**config.mk**
```make
export PLATFORM = sky130hd
export DESIGN_NAME = integer_collision_test_unit
export DESIGN_NICKNAME = d
export VERILOG_FILES = /design/src/rtl/ictu_pkg.sv /design/src/rtl/integer_collision_test_unit.sv
export SDC_FILE = /design/constraint.sdc
export NUM_CORES = 2
export LEC_CHECK = 0
export BUFFER_PORTS_ARGS = -buffer_cell sky130_fd_sc_hd__buf_2
export CAP_MARGIN = 20
export CORE_MARGIN = 2
export CORE_UTILIZATION = 35
export DETAILED_ROUTE_END_ITERATION = 12
export PLACE_DENSITY = 0.48
export SLEW_MARGIN = 20
export SYNTH_ARGS = -nofsm -noshare
export SYNTH_HDL_FRONTEND = slang
export SYNTH_SLANG_ARGS = --single-unit
export TNS_END_PERCENT = 30
```
**constraint.sdc**
```tcl
create_clock -name clk -period 80 [get_ports clk]
set_clock_uncertainty 0.05 [all_clocks]
set_input_delay 16 -clock clk [delete_from_list [all_inputs] [get_ports clk]]
set_output_delay 16 -clock clk [all_outputs]
set_load 0.05 [all_outputs]
```
**src/rtl/ictu_pkg.sv**
```systemverilog
`default_nettype none

package ictu_pkg;

  localparam logic [1:0] REQ_SPHERE = 2'd0;
  localparam logic [1:0] REQ_BOX    = 2'd1;
  localparam logic [1:0] REQ_DIST   = 2'd2;

  localparam int RADIUS_W = 15;
  localparam int RSUM_W   = 16;
  localparam int R1SQ_W   = 30;
  localparam int DIST_W   = 17;

  typedef struct packed {
    logic [1:0]          req_type;
    logic signed [15:0]  first_x;
    logic signed [15:0]  first_y;
    logic signed [15:0]  first_z;
    logic [14:0]         first_radius;
    logic signed [15:0]  other_x;
    logic signed [15:0]  other_y;
    logic signed [15:0]  other_z;
    logic [14:0]         other_radius;
    logic signed [15:0]  box_max_x;
    logic signed [15:0]  box_max_y;
    logic signed [15:0]  box_max_z;
  } req_t;

  typedef struct packed {
    logic        hit;
    logic [16:0] distance;
  } rsp_t;

  // per-item control that rides alongside the arithmetic
  typedef struct packed {
    logic [1:0]        kind;
    logic [RSUM_W-1:0] rsum;
    logic              box_hit;
  } side_t;

endpackage

`default_nettype wire

```
**src/rtl/integer_collision_test_unit.sv**
```systemverilog
// pipeline: four arithmetic stages, one square-root stage per root bit and the output register
//   lie between accepted request and result valid; the root has min(COORD_BITS, 17) + 1 bits
// throughput: one transaction per cycle; the whole pipeline advances unless a held result
//   is stalled, so a stalled result stops new requests in the same cycle
// reset: synchronous, clears every stage valid bit and the result valid; no other state
`default_nettype none

module integer_collision_test_unit
  import ictu_pkg::*;
#(
  parameter int COORD_BITS = 16
) (
  input  wire logic clk,
  input  wire logic rst,
  input  wire logic req_valid,
  output logic      req_stall,
  input  wire req_t req,
  output logic      rsp_valid,
  input  wire logic rsp_stall,
  output rsp_t      rsp
);

  // coordinate width as used internally; above 16 the fields read as non-negative
  localparam int EW = (COORD_BITS <= 16) ? COORD_BITS : 17;
  localparam int RW = EW + 1;
  localparam int SW = 2 * RW;
  localparam int CMPW = SW + R1SQ_W;
  localparam int RTW = RW + RSUM_W;

  logic en;
  assign en = !rsp_valid || !rsp_stall;
  assign req_stall = !en;

  // coordinate extraction
  logic [15:0]          raw_p [3];
  logic [15:0]          raw_q [3];
  logic [15:0]          raw_h [3];
  logic signed [EW-1:0] p     [3];
  logic signed [EW-1:0] q     [3];
  logic signed [EW-1:0] h     [3];

  assign raw_p[0] = req.first_x;
  assign raw_p[1] = req.first_y;
  assign raw_p[2] = req.first_z;
  assign raw_q[0] = req.other_x;
  assign raw_q[1] = req.other_y;
  assign raw_q[2] = req.other_z;
  assign raw_h[0] = req.box_max_x;
  assign raw_h[1] = req.box_max_y;
  assign raw_h[2] = req.box_max_z;

  generate
    if (COORD_BITS <= 16) begin : g_narrow
      for (genvar i = 0; i < 3; i++) begin : g_ax
        assign p[i] = raw_p[i][COORD_BITS-1:0];
        assign q[i] = raw_q[i][COORD_BITS-1:0];
        assign h[i] = raw_h[i][COORD_BITS-1:0];
      end
    end else begin : g_wide
      for (genvar i = 0; i < 3; i++) begin : g_ax
        assign p[i] = {1'b0, raw_p[i]};
        assign q[i] = {1'b0, raw_q[i]};
        assign h[i] = {1'b0, raw_h[i]};
      end
    end
  endgenerate

  // stage a: clamp into the box and pick the second operand
  logic                va;
  logic signed [EW-1:0] a_p [3];
  logic signed [EW-1:0] a_o [3];
  logic [RADIUS_W-1:0]  a_r1;
  side_t                a_side;

  always_ff @(posedge clk) begin
    if (rst) begin
      va <= 1'b0;
    end else if (en) begin
      va <= req_valid;
    end
  end

  generate
    for (genvar i = 0; i < 3; i++) begin : g_clamp
      logic signed [EW-1:0] lo_t;
      logic signed [EW-1:0] cl;
      assign lo_t = (p[i] < h[i]) ? p[i] : h[i];
      assign cl   = (q[i] > lo_t) ? q[i] : lo_t;
      always_ff @(posedge clk) begin
        if (en) begin
          a_p[i] <= p[i];
          a_o[i] <= (req.req_type == REQ_BOX) ? cl : q[i];
        end
      end
    end
  endgenerate

  always_ff @(posedge clk) begin
    if (en) begin
      a_r1           <= req.first_radius;
      a_side.kind    <= req.req_type;
      a_side.rsum    <= RSUM_W'(req.first_radius) + RSUM_W'(req.other_radius);
      a_side.box_hit <= 1'b0;
    end
  end

  // stage b: absolute differences
  logic              vb;
  logic [EW-1:0]     b_d [3];
  logic [RADIUS_W-1:0] b_r1;
  side_t             b_side;

  generate
    for (genvar i = 0; i < 3; i++) begin : g_diff
      logic [EW:0] dd;
      logic [EW:0] mag;
      assign dd  = {a_p[i][EW-1], a_p[i]} - {a_o[i][EW-1], a_o[i]};
      assign mag = dd[EW] ? (-dd) : dd;
      always_ff @(posedge clk) begin
        if (en) begin
          b_d[i] <= mag[EW-1:0];
        end
      end
    end
  endgenerate

  always_ff @(posedge clk) begin
    if (rst) begin
      vb <= 1'b0;
    end else if (en) begin
      vb <= va;
    end
  end

  always_ff @(posedge clk) begin
    if (en) begin
      b_r1   <= a_r1;
      b_side <= a_side;
    end
  end

  // stage c: squares
  logic              vc;
  logic [2*EW-1:0]   c_sq [3];
  logic [R1SQ_W-1:0] c_r1sq;
  side_t             c_side;

  always_ff @(posedge clk) begin
    if (rst) begin
      vc <= 1'b0;
    end else if (en) begin
      vc <= vb;
    end
  end

  always_ff @(posedge clk) begin
    if (en) begin
      for (int i = 0; i < 3; i++) begin
        c_sq[i] <= (2*EW)'(b_d[i]) * (2*EW)'(b_d[i]);
      end
      c_r1sq <= R1SQ_W'(b_r1) * R1SQ_W'(b_r1);
      c_side <= b_side;
    end
  end

  // stage d feeds the root pipeline: squared distance and the box decision
  logic [SW-1:0] sum_sq;
  side_t         d_side;

  always_comb begin
    sum_sq         = SW'(c_sq[0]) + SW'(c_sq[1]) + SW'(c_sq[2]);
    d_side         = c_side;
    d_side.box_hit = (CMPW'(sum_sq) <= CMPW'(c_r1sq));
  end

  // floor square root, one root bit per stage
  logic            v_r    [RW+1];
  logic [SW-1:0]   n_r    [RW+1];
  logic [RW+1:0]   rem_r  [RW+1];
  logic [RW-1:0]   root_r [RW+1];
  side_t           side_r [RW+1];

  always_ff @(posedge clk) begin
    if (rst) begin
      v_r[0] <= 1'b0;
    end else if (en) begin
      v_r[0] <= vc;
    end
  end

  always_ff @(posedge clk) begin
    if (en) begin
      n_r[0]    <= sum_sq;
      rem_r[0]  <= '0;
      root_r[0] <= '0;
      side_r[0] <= d_side;
    end
  end

  generate
    for (genvar k = 0; k < RW; k++) begin : g_root
      logic [RW+3:0] rem_sh;
      logic [RW+3:0] trial;
      logic          ge;
      logic [RW+3:0] rem_sub;
      assign rem_sh  = {rem_r[k], n_r[k][SW-1 -: 2]};
      assign trial   = (RW+4)'({root_r[k], 2'b01});
      assign ge      = (rem_sh >= trial);
      assign rem_sub = ge ? (rem_sh - trial) : rem_sh;
      always_ff @(posedge clk) begin
        if (rst) begin
          v_r[k+1] <= 1'b0;
        end else if (en) begin
          v_r[k+1] <= v_r[k];
        end
      end
      always_ff @(posedge clk) begin
        if (en) begin
          n_r[k+1]    <= n_r[k] << 2;
          rem_r[k+1]  <= rem_sub[RW+1:0];
          root_r[k+1] <= {root_r[k][RW-2:0], ge};
          side_r[k+1] <= side_r[k];
        end
      end
    end
  endgenerate

  // output register
  logic [RTW-1:0] root_ext;
  rsp_t           rsp_next;
  logic [1:0]     rsp_kind;

  assign root_ext = RTW'(root_r[RW]);

  always_comb begin
    rsp_next = '0;
    case (side_r[RW].kind)
      REQ_SPHERE: begin
        rsp_next.hit      = (RTW'(side_r[RW].rsum) > root_ext);
        rsp_next.distance = root_ext[DIST_W-1:0];
      end
      REQ_BOX: begin
        rsp_next.hit = side_r[RW].box_hit;
      end
      REQ_DIST: begin
        rsp_next.distance = root_ext[DIST_W-1:0];
      end
      default: begin
        rsp_next = '0;
      end
    endcase
  end

  always_ff @(posedge clk) begin
    if (rst) begin
      rsp_valid <= 1'b0;
    end else if (en) begin
      rsp_valid <= v_r[RW];
    end
  end

  always_ff @(posedge clk) begin
    if (en) begin
      rsp      <= rsp_next;
      rsp_kind <= side_r[RW].kind;
    end
  end

`ifndef NO_ASSERTIONS
  a_accept_enters : assert property (@(posedge clk) disable iff (rst)
    req_valid && !req_stall |=> va)
    else $error("accepted request did not enter the first stage");

  a_root_remainder : assert property (@(posedge clk) disable iff (rst)
    v_r[RW] |-> rem_r[RW] <= (RW+2)'({root_r[RW], 1'b0}))
    else $error("square root remainder out of bound");

  a_dist_no_hit : assert property (@(posedge clk) disable iff (rst)
    rsp_valid && (rsp_kind == REQ_DIST) |-> !rsp.hit)
    else $error("distance request reported a hit");

  a_box_no_dist : assert property (@(posedge clk) disable iff (rst)
    rsp_valid && (rsp_kind == REQ_BOX) |-> rsp.distance == '0)
    else $error("box test reported a distance");
`endif

endmodule

`default_nettype wire

```
==> results.sh <==
export IMPL_status="complete, no violations"
export IMPL_path_cells="buf_2 > nand2_4 > inv_1 > buf_2"
export IMPL_fp_dieW_um=521.5
export IMPL_routedWlPerCell_um=16.71
export IMPL_detailedRoute_firstPassIterationCount=5
export IMPL_final_period_utilization_pct=41.61
export IMPL_yosys_top_cells_count="edfxtp_1 (1469), inv_1 (1420), ha_1 (790)"
export IMPL_post_synth_instance_area_mm2=0.09374
export IMPL_synth_seq_cells=1473
export IMPL_yosysTopAreaCell="edfxtp_1"
export IMPL_critical_path_peak_fanout=56
export IMPL_drt_wl_total_mm=196.9
export IMPL_viasPerCell=4.739
export IMPL_fraction_of_post_synthesis_cell_area_in_the_top_cell_type_by_area_pct=47.06
export IMPL_path_delay_family="buffers and inverters"
export IMPL_num_nets_final=9743
export IMPL_chip_height_um=521.5
export IMPL_synth_sequential_area_ratio_pct=47.15
export IMPL_timing_worst_slew_pin_value_ns=1.046
export IMPL_worst_r2r_startpoint="b_d[0][41]"
export IMPL_via_count_of_the_first_global_routing_pass=58820
export IMPL_place_worst_setup_slack_ns=46.61
export IMPL_portBuffers=199
export IMPL_hp_start="side_r[0][17]"
export IMPL_critical_path_class="input port to primary output"
export IMPL_drtIter0Drc=2748
export IMPL_worst_ep_arrival_time_ns=17.23
export IMPL_layout_cell_area_non_filler_mm2=0.1049
export IMPL_grt_antenna_before_repair=9
export IMPL_cts_repair_resized=0
export IMPL_finalHoldViolations=0
export IMPL_area_delta_synth_final_pct=11.86
export IMPL_path_clk_slew_ns=0.06
export IMPL_cts_buf_count=169
export IMPL_yosys_warnings=0
export IMPL_seqCellArea_mm2=0.04419
export IMPL_cts_tree="yes"
export IMPL_num_fill_cells=25430
export IMPL_cts_max_level=4
export IMPL_top_level_ports=200
export IMPL_r2r_cells=24
export IMPL_drv_max_cap_violation_count=0
export IMPL_buffer_levels_on_the_longest_clock_path=3
export IMPL_clk_latency_ns=0.83
export IMPL_drive_gt1_share_pct=7.132
export IMPL_postSynth_topFlopCell="edfxtp_1"
export IMPL_globalRouteOverflowTotal=0
export IMPL_floorplan_core_area_mm2=0.2658
export IMPL_floorplan_initialDensity_pct=35.27
export IMPL_slew_viol_final=0
export IMPL_globalplace_congestion=0.8588
export IMPL_netlist_cell_type_count=87
export IMPL_detailed_route_via_count=55830
export IMPL_cts_sinks=1473
export IMPL_synth_enable_flop_cells=1469
export IMPL_final_min_clock_period_ns=33.28
export IMPL_postCtsHoldBufs=0
export IMPL_fp_row_count=189
export IMPL_grt_max_degree=177
export IMPL_cp_data_required_time_ns=63.95
export IMPL_critPathBufInv=3
export IMPL_crit_start="rsp_stall"
export IMPL_synthesis_area_per_instance_um2=11.99
export IMPL_route_detailed_drc=0
export IMPL_grt_setup_unrepaired="no"
export IMPL_worstHoldPathType="flop to flop"
export IMPL_hpwl_mm=152.8
export IMPL_combined_area_of_the_multi_input_logic_cells_mm2=0.04384
export IMPL_critical_path_max_stage_delay_ns=0.53
export IMPL_worst_path_max_delay_cell="nand2_4"
export IMPL_ys_async_sr_fraction_pct=0
export IMPL_timing_setup_tns_ns=0
export IMPL_final_critical_path_setup_slack_ns=46.72
export IMPL_f_max_ghz=0.03004
export IMPL_synth_most_common_cell="edfxtp_1"
export IMPL_dieArea_mm2=0.2720
export IMPL_grt_first_pass_wirelength_mm=318.8
export IMPL_synthesis_instances=7816
export IMPL_critPathMostFrequentCell="buf_2"
export IMPL_grtUsageTotal_pct=14.68
export IMPL_post_cts_repair_setup_buffers=0
export IMPL_critical_path_depth=4
export IMPL_timing_critical_path_from_type="input port"
export IMPL_max_slew_margin_rel_pct=30.03
export IMPL_setup_viol=0
export IMPL_cts_root_buffer_cell="clkbuf_16"
export IMPL_synth_top_cells_by_area="edfxtp_1 (47%), fa_1 (14%), ha_1 (11%), inv_1 (5.7%), xnor2_1 (2.5%)"
export IMPL_critPathCaptureType="primary output"
export IMPL_hold_path_depth=0
export IMPL_placed_area_mm2=0.09914
export IMPL_antenna_viol_nets_final=0
==> layout by cell type, fill, tap and decap left out, types with 47 or more instances in the layout <==
cell type  instances
or3_1             47
nor2b_1           74
edfxtp_1        1469
nand4_1           67
nand3_1           87
inv_1           1420
and2_1           203
o21ai_0          202
ha_1             790
a21o_1           141
nand2_1          521
nor3_1           122
xnor2_1          265
fa_1             669
mux2i_1           84
nand2b_1          55
buf_2            199
o21a_1            91
nor2_1           341
a21oi_1          291
clkbuf_16        169
xor2_1           165
==> routing by layer <==
layer / share of wire (%) / global-route usage (%) / wire, um
met5: 0 / 0 / 0
met2: 50 / 25.92 / 98750
met1: 44 / 18.60 / 86420
met4: 2.6 / 4.082 / 5047
met3: 3.4 / 2.209 / 6660
==> logic make-up (layout without fill, tap and decap cells) <==
| family | Yosys count | in the layout | synth area share, % |
|---|---|---|---|
| AO/OA/AOI/OAI | 1078 | 1078 | 7.470 |
| multiplexers | 125 | 125 | 1.388 |
| flip-flops | 1473 | 1473 | 47.15 |
| buffers and inverters | 1547 | 1974 | 6.198 |
| AND/OR/NAND/NOR | 1702 | 1702 | 8.941 |
| adder cells (fa/ha/maj) | 1459 | 1459 | 24.83 |
| XOR/XNOR | 430 | 430 | 4.018 |
| other | 2 | 7 | 0.008012 |
==> flip-flops by register name, summed over array words and instances, names as in the netlist <==
register,flops
side_r,342
n_r,306
rem_r,282
root_r,153
c_sq,93
a_o,48
a_p,48
b_d,48
c_r1sq,29
a_side,18
b_side,18
c_side,18
rsp,18
v_r,18
a_r1,15
b_r1,15
rsp_valid,1
va,1
vb,1
vc,1
==> final cells by class <==
cell class                      instances  area share, %
Antenna cell                            3       0.007160
Clock buffer                          203          4.155
Clock inverter                        109          1.286
Inverter                             1420          5.083
Multi-Input combinational cell       4798          41.81
Sequential cell                      1473          42.15
Tap cell                             3533          4.216
Timing Repair Buffer                  242          1.294
==> through the flow <==
stage | instances | utilization [%] | hold slack (ns)
after floorplan | 7818 | - | 0.3503
after CTS | 11780 | 39.44 | 0.2861
after global placement | 11470 | 37.30 | 0.3503
final | 11780 | 39.45 | 0.2985
after global routing | 11780 | 39.45 | 0.3102
after detailed placement | 11470 | 37.30 | 0.3545
==> path summary, 6_finish.rpt <==
check,slack [ns],end
max,46.72,req_stall
min,0.30,side_r[1][17]
max reg2reg,72.50,c_sq[0][94]
min reg2reg,0.30,side_r[1][17]
==> worst reg2reg max path, cell delays in order (launching register included) <==
cell	delay, ns
edfxtp_1	0.74
nand2_1	0.27
inv_1	0.08
fa_1	0.53
inv_1	0.05
fa_1	0.52
inv_1	0.05
fa_1	0.49
inv_1	0.06
fa_1	0.52
inv_1	0.05
fa_1	0.47
inv_1	0.05
fa_1	0.48
inv_1	0.05
ha_1	0.34
a21o_1	0.18
a21o_1	0.17
a21oi_1	0.14
o31ai_1	0.17
a221oi_1	0.59
o21ai_0	0.32
o311ai_1	0.41
o21ai_0	0.23
xor2_1	0.19
Power is not shown: default switching activity piles up to over one toggle a cycle in this logic, so the estimate is an artifact.
